$ cat src/rtl/text_terminal_char_buffer_unit_macros.svh
// Assertion macros for the text terminal character buffer RTL.
`ifndef TEXT_TERMINAL_CHAR_BUFFER_UNIT_MACROS_SVH
`define TEXT_TERMINAL_CHAR_BUFFER_UNIT_MACROS_SVH

`ifndef SYNTHESIS

// Property that must hold at every clock edge outside reset.
`define TTCB_ASSERT(label, clk, rst, prop) \
  label: assert property (@(posedge clk) disable iff (rst) (prop)) \
    else $error("ttcb assertion failed");

// Condition in one cycle implies a consequence in the next cycle.
`define TTCB_ASSERT_NEXT(label, clk, rst, ante, cons) \
  label: assert property (@(posedge clk) disable iff (rst) (ante) |=> (cons)) \
    else $error("ttcb assertion failed");

`else

`define TTCB_ASSERT(label, clk, rst, prop)
`define TTCB_ASSERT_NEXT(label, clk, rst, ante, cons)

`endif

`endif

$ cat src/rtl/ttcb_pkg.sv
// Package: geometry, codes and controller/datapath interface types.
package ttcb_pkg;

  localparam int COLUMNS = 80;
  localparam int ROWS    = 60;
  localparam int CELLS   = COLUMNS * ROWS;

  localparam int ADDR_W = $clog2(CELLS);
  localparam int COL_W  = 7;
  localparam int ROW_W  = 6;
  localparam int CHAR_W = 8;
  localparam int FUNC_W = 2;

  localparam logic [FUNC_W-1:0] FUNC_PUT   = 2'd0;
  localparam logic [FUNC_W-1:0] FUNC_CLEAR = 2'd1;
  localparam logic [FUNC_W-1:0] FUNC_READ  = 2'd2;

  localparam logic [CHAR_W-1:0] SPACE_CHAR = 8'h20;
  localparam logic [CHAR_W-1:0] CTRL_MAX   = 8'd31;
  localparam logic [CHAR_W-1:0] CH_BS      = 8'd8;
  localparam logic [CHAR_W-1:0] CH_CR      = 8'd13;
  localparam logic [CHAR_W-1:0] CH_LF      = 8'd10;

  // Commands from the controller to the datapath.
  typedef struct packed {
    logic latch;         // capture the incoming request
    logic exec;          // carry out the captured request
    logic sweep_clear;   // write a space at the sweep counter
    logic sweep_scroll;  // move one cell up a row at the sweep counter
    logic load_out;      // load the result register
  } cmd_t;

  // Status from the datapath to the controller.
  typedef struct packed {
    logic [FUNC_W-1:0] func;
    logic              need_scroll;
    logic              cnt_last;
  } status_t;

endpackage

$ cat src/rtl/ttcb_ctrl.sv
// Controller: request sequencing, buffer sweeps and result handshake.
`include "text_terminal_char_buffer_unit_macros.svh"

module ttcb_ctrl (
  input  logic               clk,
  input  logic               rst,
  input  logic               s_tvalid,
  output logic               s_tready,
  output logic               m_tvalid,
  input  logic               m_tready,
  input  ttcb_pkg::status_t  status,
  output ttcb_pkg::cmd_t     cmd
);
  import ttcb_pkg::*;

  localparam logic [2:0] ST_INIT   = 3'd0;
  localparam logic [2:0] ST_IDLE   = 3'd1;
  localparam logic [2:0] ST_EXEC   = 3'd2;
  localparam logic [2:0] ST_CLEAR  = 3'd3;
  localparam logic [2:0] ST_SCROLL = 3'd4;
  localparam logic [2:0] ST_DONE   = 3'd5;

  logic [2:0] state, state_next;
  logic       out_valid;
  logic       out_free;

  assign s_tready = state == ST_IDLE;
  assign m_tvalid = out_valid;
  assign out_free = !out_valid || m_tready;

  always_comb begin
    state_next = state;
    cmd        = '0;
    case (state)
      ST_INIT: begin
        cmd.sweep_clear = 1'b1;
        if (status.cnt_last) state_next = ST_IDLE;
      end
      ST_IDLE: begin
        if (s_tvalid) begin
          cmd.latch  = 1'b1;
          state_next = ST_EXEC;
        end
      end
      ST_EXEC: begin
        cmd.exec = 1'b1;
        if (status.func == FUNC_CLEAR) begin
          state_next = ST_CLEAR;
        end else if (status.need_scroll) begin
          state_next = ST_SCROLL;
        end else begin
          state_next = ST_DONE;
        end
      end
      ST_CLEAR: begin
        cmd.sweep_clear = 1'b1;
        if (status.cnt_last) state_next = ST_DONE;
      end
      ST_SCROLL: begin
        cmd.sweep_scroll = 1'b1;
        if (status.cnt_last) state_next = ST_DONE;
      end
      ST_DONE: begin
        if (out_free) begin
          cmd.load_out = 1'b1;
          state_next   = ST_IDLE;
        end
      end
      default: begin
        state_next = ST_IDLE;
      end
    endcase
  end

  always_ff @(posedge clk) begin
    if (rst) begin
      state     <= ST_INIT;
      out_valid <= 1'b0;
    end else begin
      state <= state_next;
      if (cmd.load_out) begin
        out_valid <= 1'b1;
      end else if (m_tready) begin
        out_valid <= 1'b0;
      end
    end
  end

  `TTCB_ASSERT(a_cmd_onehot, clk, rst, $onehot0({cmd.latch, cmd.exec, cmd.sweep_clear, cmd.sweep_scroll, cmd.load_out}))
  `TTCB_ASSERT(a_no_accept_in_sweep, clk, rst, !((cmd.sweep_clear || cmd.sweep_scroll) && s_tready))
  `TTCB_ASSERT_NEXT(a_load_shows_result, clk, rst, cmd.load_out, out_valid)

endmodule

$ cat config.mk
export PLATFORM = sky130hd
export DESIGN_NAME = ttcb_ctrl
export DESIGN_NICKNAME = d
export VERILOG_FILES = /design/src/rtl/ttcb_pkg.sv /design/src/rtl/ttcb_ctrl.sv
export VERILOG_INCLUDE_DIRS = /design/src /design/src/rtl
export SDC_FILE = /design/constraint.sdc
export NUM_CORES = 1
export LEC_CHECK = 0
export ABC_CLOCK_PERIOD_IN_PS = 3050
export BUFFER_PORTS_ARGS = -buffer_cell sky130_fd_sc_hd__buf_2
export CAP_MARGIN = 15
export CELL_PAD_IN_SITES_DETAIL_PLACEMENT = 0
export CELL_PAD_IN_SITES_GLOBAL_PLACEMENT = 2
export CORE_UTILIZATION = 24
export DETAILED_ROUTE_END_ITERATION = 10
export PLACE_DENSITY = 0.86
export SETUP_SLACK_MARGIN = 0.2
export SYNTH_ARGS = -nofsm -noshare
export SYNTH_HDL_FRONTEND = slang
export SYNTH_SLANG_ARGS = --single-unit
$ cat constraint.sdc
create_clock -name clk -period 3.05 [get_ports clk]
set_input_delay 0.4575 -clock clk [delete_from_list [all_inputs] [get_ports clk]]
set_output_delay 0.4575 -clock clk [all_outputs]
set_load 0.01 [all_outputs]
==> results of run 1 <==
## cell usage after synthesis (2+ instances only)
cell type,n
inv_1,3
nand2b_1,2
or4_1,2
nor2_1,3
nor3b_1,2
a21oi_1,4
nand2_1,3
dfxtp_1,4
## layer usage
metal  part of all wire, %  wire [um]  track usage, %  vias up
met5                     0          0               0        -
met4                     0          0           5.172        0
met3                   7.7         55           6.936        0
met2                    48        341           15.00       12
met1                    44        318           13.89      139
li1                      -          -               -      168
## state kept, by name, summed over array words and instances, names as in the netlist
signal    count
m_tvalid      1
state         3
## path summary, 6_finish.rpt
path                            depth (start not counted)  slack [ps]      from       end
worst min register to register                          2         580  m_tvalid  m_tvalid
worst max-delay path                                    4        1200  state[0]    cmd[4]
worst max register to register                          4        1380  state[2]  state[0]
worst min-delay path                                    2         450       rst  m_tvalid
## cell families (layout without fill, tap and decap cells)
group | Yosys count | count (layout) | synth area share [%]
buffers and inverters | 5 | 20 | 9.303
AND/OR/NAND/NOR | 20 | 20 | 39.15
flip-flops | 4 | 4 | 24.81
multiplexers | 1 | 1 | 3.488
AO/OA/AOI/OAI | 8 | 8 | 23.26
## metrics by stage
step,worst slack (ps),std cells,util (%),hold WS (ps)
after CTS,1183,67,35.36,450.5
after global placement,1365,64,33.44,567.0
after detailed placement,1349,64,33.44,592.8
final,1200,67,35.36,451.1
after global routing,1086,67,35.36,476.1
after floorplan,1457,38,-,526.6
## power groups by stage
| stage | registers, mW | logic, mW | clock network [mW] |
|---|---|---|---|
| after global routing | 0.119 | 0.237 | 0.0718 |
| after detailed placement | 0.115 | 0.214 | 0 |
| final | 0.114 | 0.213 | 0.0654 |
| after floorplan | 0.0866 | 0.195 | 0 |
| after global placement | 0.117 | 0.214 | 0 |
| after CTS | 0.114 | 0.215 | 0.0690 |
## final cells by class
type | count | area (um^2) | share of cell area [%]
multi-input combinational | 29 | 212.7 | 51.36
sequential | 4 | 80.08 | 19.34
timing repair buffer | 14 | 70.07 | 16.92
clock buffer | 3 | 22.52 | 5.438
tap | 14 | 17.52 | 4.230
inverter | 3 | 11.26 | 2.719
==> out/results.txt, run 1 <==
nature of the critical path startpoint: register
drt wl/cell: 10.69 um
sequential-to-total area share from yosys stat: 24.81%
ys async rst share: 0%
EDFF count, synth: 0
commonest non-fill, non-tap cell in the layout: buf_2
peak fanout along the critical path: 6
# rows: 12
CP top delay family: simple AND/OR/NAND/NOR gates
setup TNS: 0 ps
Setup crit end kind: output pin
Port Buf Inserts: 14
nets@finish: 63
Psw: 0.1680 mW
hold-fix buffer count after cts: 0
WP data required: 2590 ps
synthesized area per cell: 8.495 um^2
cell taking the most area after synthesis: dfxtp_1
cell area after synthesis: 322.8 um^2
Die H: 38.68 um
HP Class: input pin to register
Max IR drop VDD: 0.0003453 V
DRC Markers: 0
yosys warns: 0
Cell variety after synth: 23
share of cells above drive strength 1: 43.40%
CTS tree: yes
Max-slew headroom: 73.69%
vias in the first global route: 252
global route overflow: 0
status: complete, no violations
Final Max Slew Viols: 0
clock-pin slew on the worst setup and hold paths: 40 ps
Layout area overhead: 28.29%
first-pass GRT wire length: 1.076 mm
crit path DAT: 1390 ps
io pins: 15
largest net degree at the start of global routing: 12
Synth Instances: 38
Die W: 38.68 um
Sw Ratio: 42.80%
largest cells by area after synthesis: dfxtp_1 25%, a2111oi_4 8.5%, a21oi_1 6.2%
total routed wirelength: 716 um
Final Cycle Share: 60.66%
area share of the largest cell type after synthesis: 24.81%
Placer Congestion: 0.6940
# fillers: 139
Bufs and invs on worst path: 2
Power per Cell Area: 948.0 nW/um^2
ANT cells: 0
syn nets: 46
drt via density: 4.761
drt first pass iters: 3
combinational share of power: 54.2%
ys flop type: dfxtp_1
Max stage delay on crit path: 420 ps
Static Leak: 0.1982 nW
Slew @ Worst Pin: 394.1 ps
cts repair resizes: 0
core area: 1171 um^2
design area: 414.1 um^2
Clock Tree Buf Depth: 2
Setup CP Type: register to output pin
commonest cells after routing, fill and taps aside: 14 x buf_2, 4 x a21oi_1, 4 x dfxtp_1
antenna violations before repair: 0
minimum clock period: 1850 ps
CTS sink cnt: 4
Initial Util: 27.56%
total die area: 1496 um^2
RSZ-0062 raised after global routing: no
Starting DRT DRC Count: 10
Placement Cell Area: 391.6 um^2
setup violators final: 0
total number of vias: 319
final hold violation count: 0
internal power: 0.2246 mW
FMAX: 540.5 MHz
synthesized flop and latch total: 4
Overall Global Routing Usage: 11.23%
clock share of power: 16.7%
CTS Root Cell: clkbuf_4
Final Power: 0.3926 mW
Slowest-stage cell, CP: dfxtp_1
sequential group share of total power: 29.1%
H-tree lvl count: 1
Post-DRT Antenna Nets: 0
number of max-cap violations: 0
TritonCTS Buffers: 3
worst path cell trace: inv_1 > nor3_1 > and2_1 > buf_2
setup repair bufs after CTS: 0
clk_skew: 1.732 ps
Skew-Pair Late Insertion Delay: 230 ps
(Power assumes the default switching activity.)
==> run 2: changes to the inputs <==
--- a/config.mk
+++ b/config.mk
@@ -6,14 +6,14 @@
 export SDC_FILE = /design/constraint.sdc
 export NUM_CORES = 1
 export LEC_CHECK = 0
-export ABC_CLOCK_PERIOD_IN_PS = 3050
+export ABC_CLOCK_PERIOD_IN_PS = 1600
 export BUFFER_PORTS_ARGS = -buffer_cell sky130_fd_sc_hd__buf_2
 export CAP_MARGIN = 15
 export CELL_PAD_IN_SITES_DETAIL_PLACEMENT = 0
 export CELL_PAD_IN_SITES_GLOBAL_PLACEMENT = 2
-export CORE_UTILIZATION = 24
+export CORE_UTILIZATION = 20
 export DETAILED_ROUTE_END_ITERATION = 10
-export PLACE_DENSITY = 0.86
+export PLACE_DENSITY = 0.77
 export SETUP_SLACK_MARGIN = 0.2
 export SYNTH_ARGS = -nofsm -noshare
 export SYNTH_HDL_FRONTEND = slang
==> constraint.sdc (replaced) <==
create_clock -name clk -period 1.6 [get_ports clk]
set_input_delay 0.24 -clock clk [delete_from_list [all_inputs] [get_ports clk]]
set_output_delay 0.24 -clock clk [all_outputs]
set_load 0.01 [all_outputs]
==> out/results.txt, run 2 (synthesized netlist as in run 1, its figures left out) <==
CTS sink cnt: 4
Setup crit start: state[1]
ANT cells: 0
global route overflow: 0
Port Buf Inserts: 14
Static Leak: 0.2635 nW
Die W: 42.18 um
RSZ-0062 raised after global routing: yes
drt via density: 4.633
crit path DAT: 1170 ps
hold_sp: rst
Starting DRT DRC Count: 6
Final Max Slew Viols: 0
total number of vias: 366
drt first pass iters: 4
setup TNS: 0 ps
Slew @ Worst Pin: 305.7 ps
largest net degree at the start of global routing: 7
share of cells above drive strength 1: 69.84%
Die H: 42.18 um
nature of the critical path startpoint: register
io pins: 15
number of max-cap violations: 0
Skew-Pair Late Insertion Delay: 240 ps
TritonCTS Buffers: 3
Placed Instances: 70
status: complete, no violations
Setup crit end kind: output pin
CTS Root Cell: clkbuf_4
Slowest-stage cell, CP: dfxtp_4
total die area: 1779 um^2
hold-fix buffer count after cts: 0
worst path cell trace: buf_6 > nor3_4 > and2_1 > buf_2
Placer Congestion: 0.7103
CTS tree: yes
antenna violations before repair: 0
core area: 1506 um^2
nets@finish: 73
WP data required: 1360 ps
Final Cycle Share: 88.23%
clock-pin slew on the worst setup and hold paths: 40 ps
FMAX: 708.3 MHz
commonest cells after routing, fill and taps aside: 14 x buf_2, 7 x buf_4
Top reg by flops: state
final setup margin: 188.3 ps
Final Power: 1.058 mW
drt wl/cell: 11.87 um
Max stage delay on crit path: 360 ps
Clock Tree Buf Depth: 2
clk_skew: 6.850 ps
Initial Util: 21.43%
Post-DRT Antenna Nets: 0
Max-slew headroom: 79.62%
peak fanout along the critical path: 6
minimum clock period: 1412 ps
Setup CP Type: register to output pin
Power per Cell Area: 1931 nW/um^2
Layout area overhead: 69.77%
fin cells: 79
setup violators final: 0
first-pass GRT wire length: 1.476 mm
vias in the first global route: 356
HP Class: input pin to register
Max IR drop VDD: 0.0005372 V
worst slack, placed: 73.91 ps
reg2reg start: state[1]
DRC Markers: 0
# rows: 14
Largest register FFs: 3
final hold violation count: 0
post-DP HPWL: 592.7 um
commonest non-fill, non-tap cell in the layout: buf_2
total routed wirelength: 938 um
H-tree lvl count: 1
Overall Global Routing Usage: 11.52%
[run 2: cell types whose count changed in the layout (fill, tap and decap cells not counted), moves of 2 or more]
cell / before / now
buf_4: 0 / 7
buf_6: 0 / 3
dfxtp_1: 4 / 1
dfxtp_4: 0 / 3
nor2_1: 3 / 1
nor2_2: 0 / 2
[run 2: final cells by class]
cell class                      instances  area, um^2
Fill cell                             166       958.4
Multi-Input combinational cell         29       244.0
Timing Repair Buffer                   24       156.4
Sequential cell                         4       91.34
Clock buffer                            3       22.52
Tap cell                               16       20.02
Inverter                                3       13.76
[run 2: layer usage]
metal	track usage, %	vias up	part of all wire [%]
li1	-	189	-
met3	8.190	0	6.5
met5	0	-	0
met1	10.24	167	39
met2	20.31	10	54
met4	3.750	0	0
[run 2: stage by stage]
stage | hold slack, ps | util [%] | instance area, um^2
2_1_floorplan | 309.1 | - | 322.8
3_3_place_gp | 480.9 | 28.16 | 424.2
3_5_place_dp | 491.9 | 28.16 | 424.2
4_1_cts | 227.1 | 34.55 | 520.5
5_1_grt | 223.2 | 36.38 | 548.0
6_report | 233.3 | 36.38 | 548.0
[run 2: what timing repair did]
item	CTS	global route
resized for setup	13	6
pin swaps	6	5
buffers inserted	5	1
endpoints found under the setup margin	6	7
endpoints found under the hold margin	0	0
[run 2: final timing paths]
check	to	slack [ps]	depth (start not counted)
max reg2reg	state[2]	190	5
min reg2reg	state[1]	510	2
min	state[1]	230	2
max	cmd[4]	190	4
[run 2: power breakdown]
| part | total [mW] | switching [mW] | internal, mW |
|---|---|---|---|
| clock | 0.127 | 0.0429 | 0.0840 |
| sequential | 0.216 | 0.0591 | 0.157 |
| combinational | 0.715 | 0.315 | 0.400 |
[run 2: critical path, delay by kind of cell (launching register included)]
kind	cells	cell delay, ps
simple gates	2	330
buf+inv	2	240
flops	1	360
==> run 3: changes to the inputs <==
--- a/config.mk
+++ b/config.mk
@@ -11,9 +11,10 @@
 export CAP_MARGIN = 15
 export CELL_PAD_IN_SITES_DETAIL_PLACEMENT = 0
 export CELL_PAD_IN_SITES_GLOBAL_PLACEMENT = 2
+export CORE_MARGIN = 2
 export CORE_UTILIZATION = 20
 export DETAILED_ROUTE_END_ITERATION = 10
-export PLACE_DENSITY = 0.77
+export PLACE_DENSITY_LB_ADDON = 0.1
 export SETUP_SLACK_MARGIN = 0.2
 export SYNTH_ARGS = -nofsm -noshare
 export SYNTH_HDL_FRONTEND = slang
==> out/results.txt, run 3 (synthesized netlist as in run 1, its figures left out) <==
commonest non-fill, non-tap cell in the layout: buf_2
Port Buf Inserts: 14
H-tree lvl count: 1
Initial Util: 21.43%
RSZ-0062 raised after global routing: yes
clk_skew: 2.049 ps
CTS sink cnt: 4
total number of vias: 351
number of max-cap violations: 0
# fillers: 174
Layout area overhead: 59.69%
drt wl/cell: 11.85 um
minimum clock period: 1407 ps
Power per Cell Area: 1898 nW/um^2
Die H: 44.18 um
Final Power: 0.9783 mW
peak fanout along the critical path: 6
hold-fix buffer count after cts: 0
drt via density: 4.743
status: complete, no violations
Die W: 44.18 um
commonest cells after routing, fill and taps aside: 14 x buf_2, 4 x a21oi_1
post-DP HPWL: 689.3 um
Placer Congestion: 0.7731
vias in the first global route: 356
CTS tree: yes
HP Class: input pin to register
Post-DRT Antenna Nets: 0
DRC Markers: 0
Overall Global Routing Usage: 10.51%
Slowest-stage cell, CP: dfxtp_4
post-layout util: 34.22%
Final Cycle Share: 87.93%
global route overflow: 0
setup TNS: 0 ps
worst path cell trace: buf_6 > nor3_4 > and2_1 > buf_2
worst slack, placed: 66.67 ps
share of cells above drive strength 1: 67.24%
largest net degree at the start of global routing: 8
Max-slew headroom: 79.60%
Max IR drop VDD: 0.0005501 V
Max stage delay on crit path: 360 ps
final setup margin: 193.1 ps
Setup crit end kind: output pin
Largest register FFs: 3
total routed wirelength: 877 um
Top reg by flops: state
Slew @ Worst Pin: 306.1 ps
Starting DRT DRC Count: 5
# rows: 14
core area: 1506 um^2
FMAX: 710.8 MHz
drt first pass iters: 2
io pins: 15
antenna violations before repair: 0
first-pass GRT wire length: 1.442 mm
ANT cells: 0
Setup CP Type: register to output pin
setup violators final: 0
crit path DAT: 1170 ps
Skew-Pair Late Insertion Delay: 240 ps
Final Max Slew Viols: 0
nature of the critical path startpoint: register
Static Leak: 0.2375 nW
Clock Tree Buf Depth: 2
total die area: 1951 um^2
CTS Root Cell: clkbuf_4
nets@finish: 68
WP data required: 1360 ps
TritonCTS Buffers: 3
final hold violation count: 0
clock-pin slew on the worst setup and hold paths: 40 ps
==> run 3: worst max-delay path: cells and delay by family, from the launching register on <==
family                 cells  cell delay (ps)
AND/OR/NAND/NOR            2              320
flip-flops                 1              360
buffers and inverters      2              250
==> run 3: per-stage QoR <==
step	std cells	cell area, um^2	hold slack, ps
2_1_floorplan	38	322.8	309.1
3_3_place_gp	69	416.7	474.9
3_5_place_dp	69	416.7	482.2
4_1_cts	72	459.2	230.3
5_1_grt	74	515.5	222.4
6_report	74	515.5	229.7
==> run 3: area by class of cell <==
class                   instances  area (um^2)  share of cell area (%)
clock buffers                   3        22.52                   4.369
repair buffers                 19        115.1                   22.33
well taps                      16        20.02                   3.883
inverters                       3        13.76                   2.670
flip-flops and latches          4        91.34                   17.72
multi-input cells              29        252.7                   49.03
==> run 3: routing by layer <==
layer | vias to the layer above | part of all wire (%) | global-route usage (%)
li1 | 173 | - | -
met4 | 0 | 0 | 1.818
met2 | 10 | 52 | 17.94
met3 | 0 | 7.4 | 7.347
met1 | 168 | 40 | 10.64
met5 | - | 0 | 0
==> run 3: final timing paths <==
kind / start / endpoint / slack, ps / cells past startpoint
worst max-delay path: state[1] / cmd[4] / 190 / 4
worst min-delay path: rst / state[1] / 230 / 2
worst max register to register: state[2] / state[2] / 230 / 4
worst min register to register: state[1] / state[1] / 510 / 2
==> run 3: report_power, final <==
part	leakage [nW]	internal [mW]	switching, mW
Sequential	0.0348	0.157	0.0651
Clock	0.0138	0.0841	0.0434
Combinational	0.189	0.333	0.296
Total	0.237	0.574	0.404
==> run 3: repair_timing <==
item	CTS	global route
resized for setup	8	12
hold endpoints to repair	0	0
pin swaps	3	5
setup endpoints to repair	9	8
gates cloned	0	0
buffers inserted	0	2
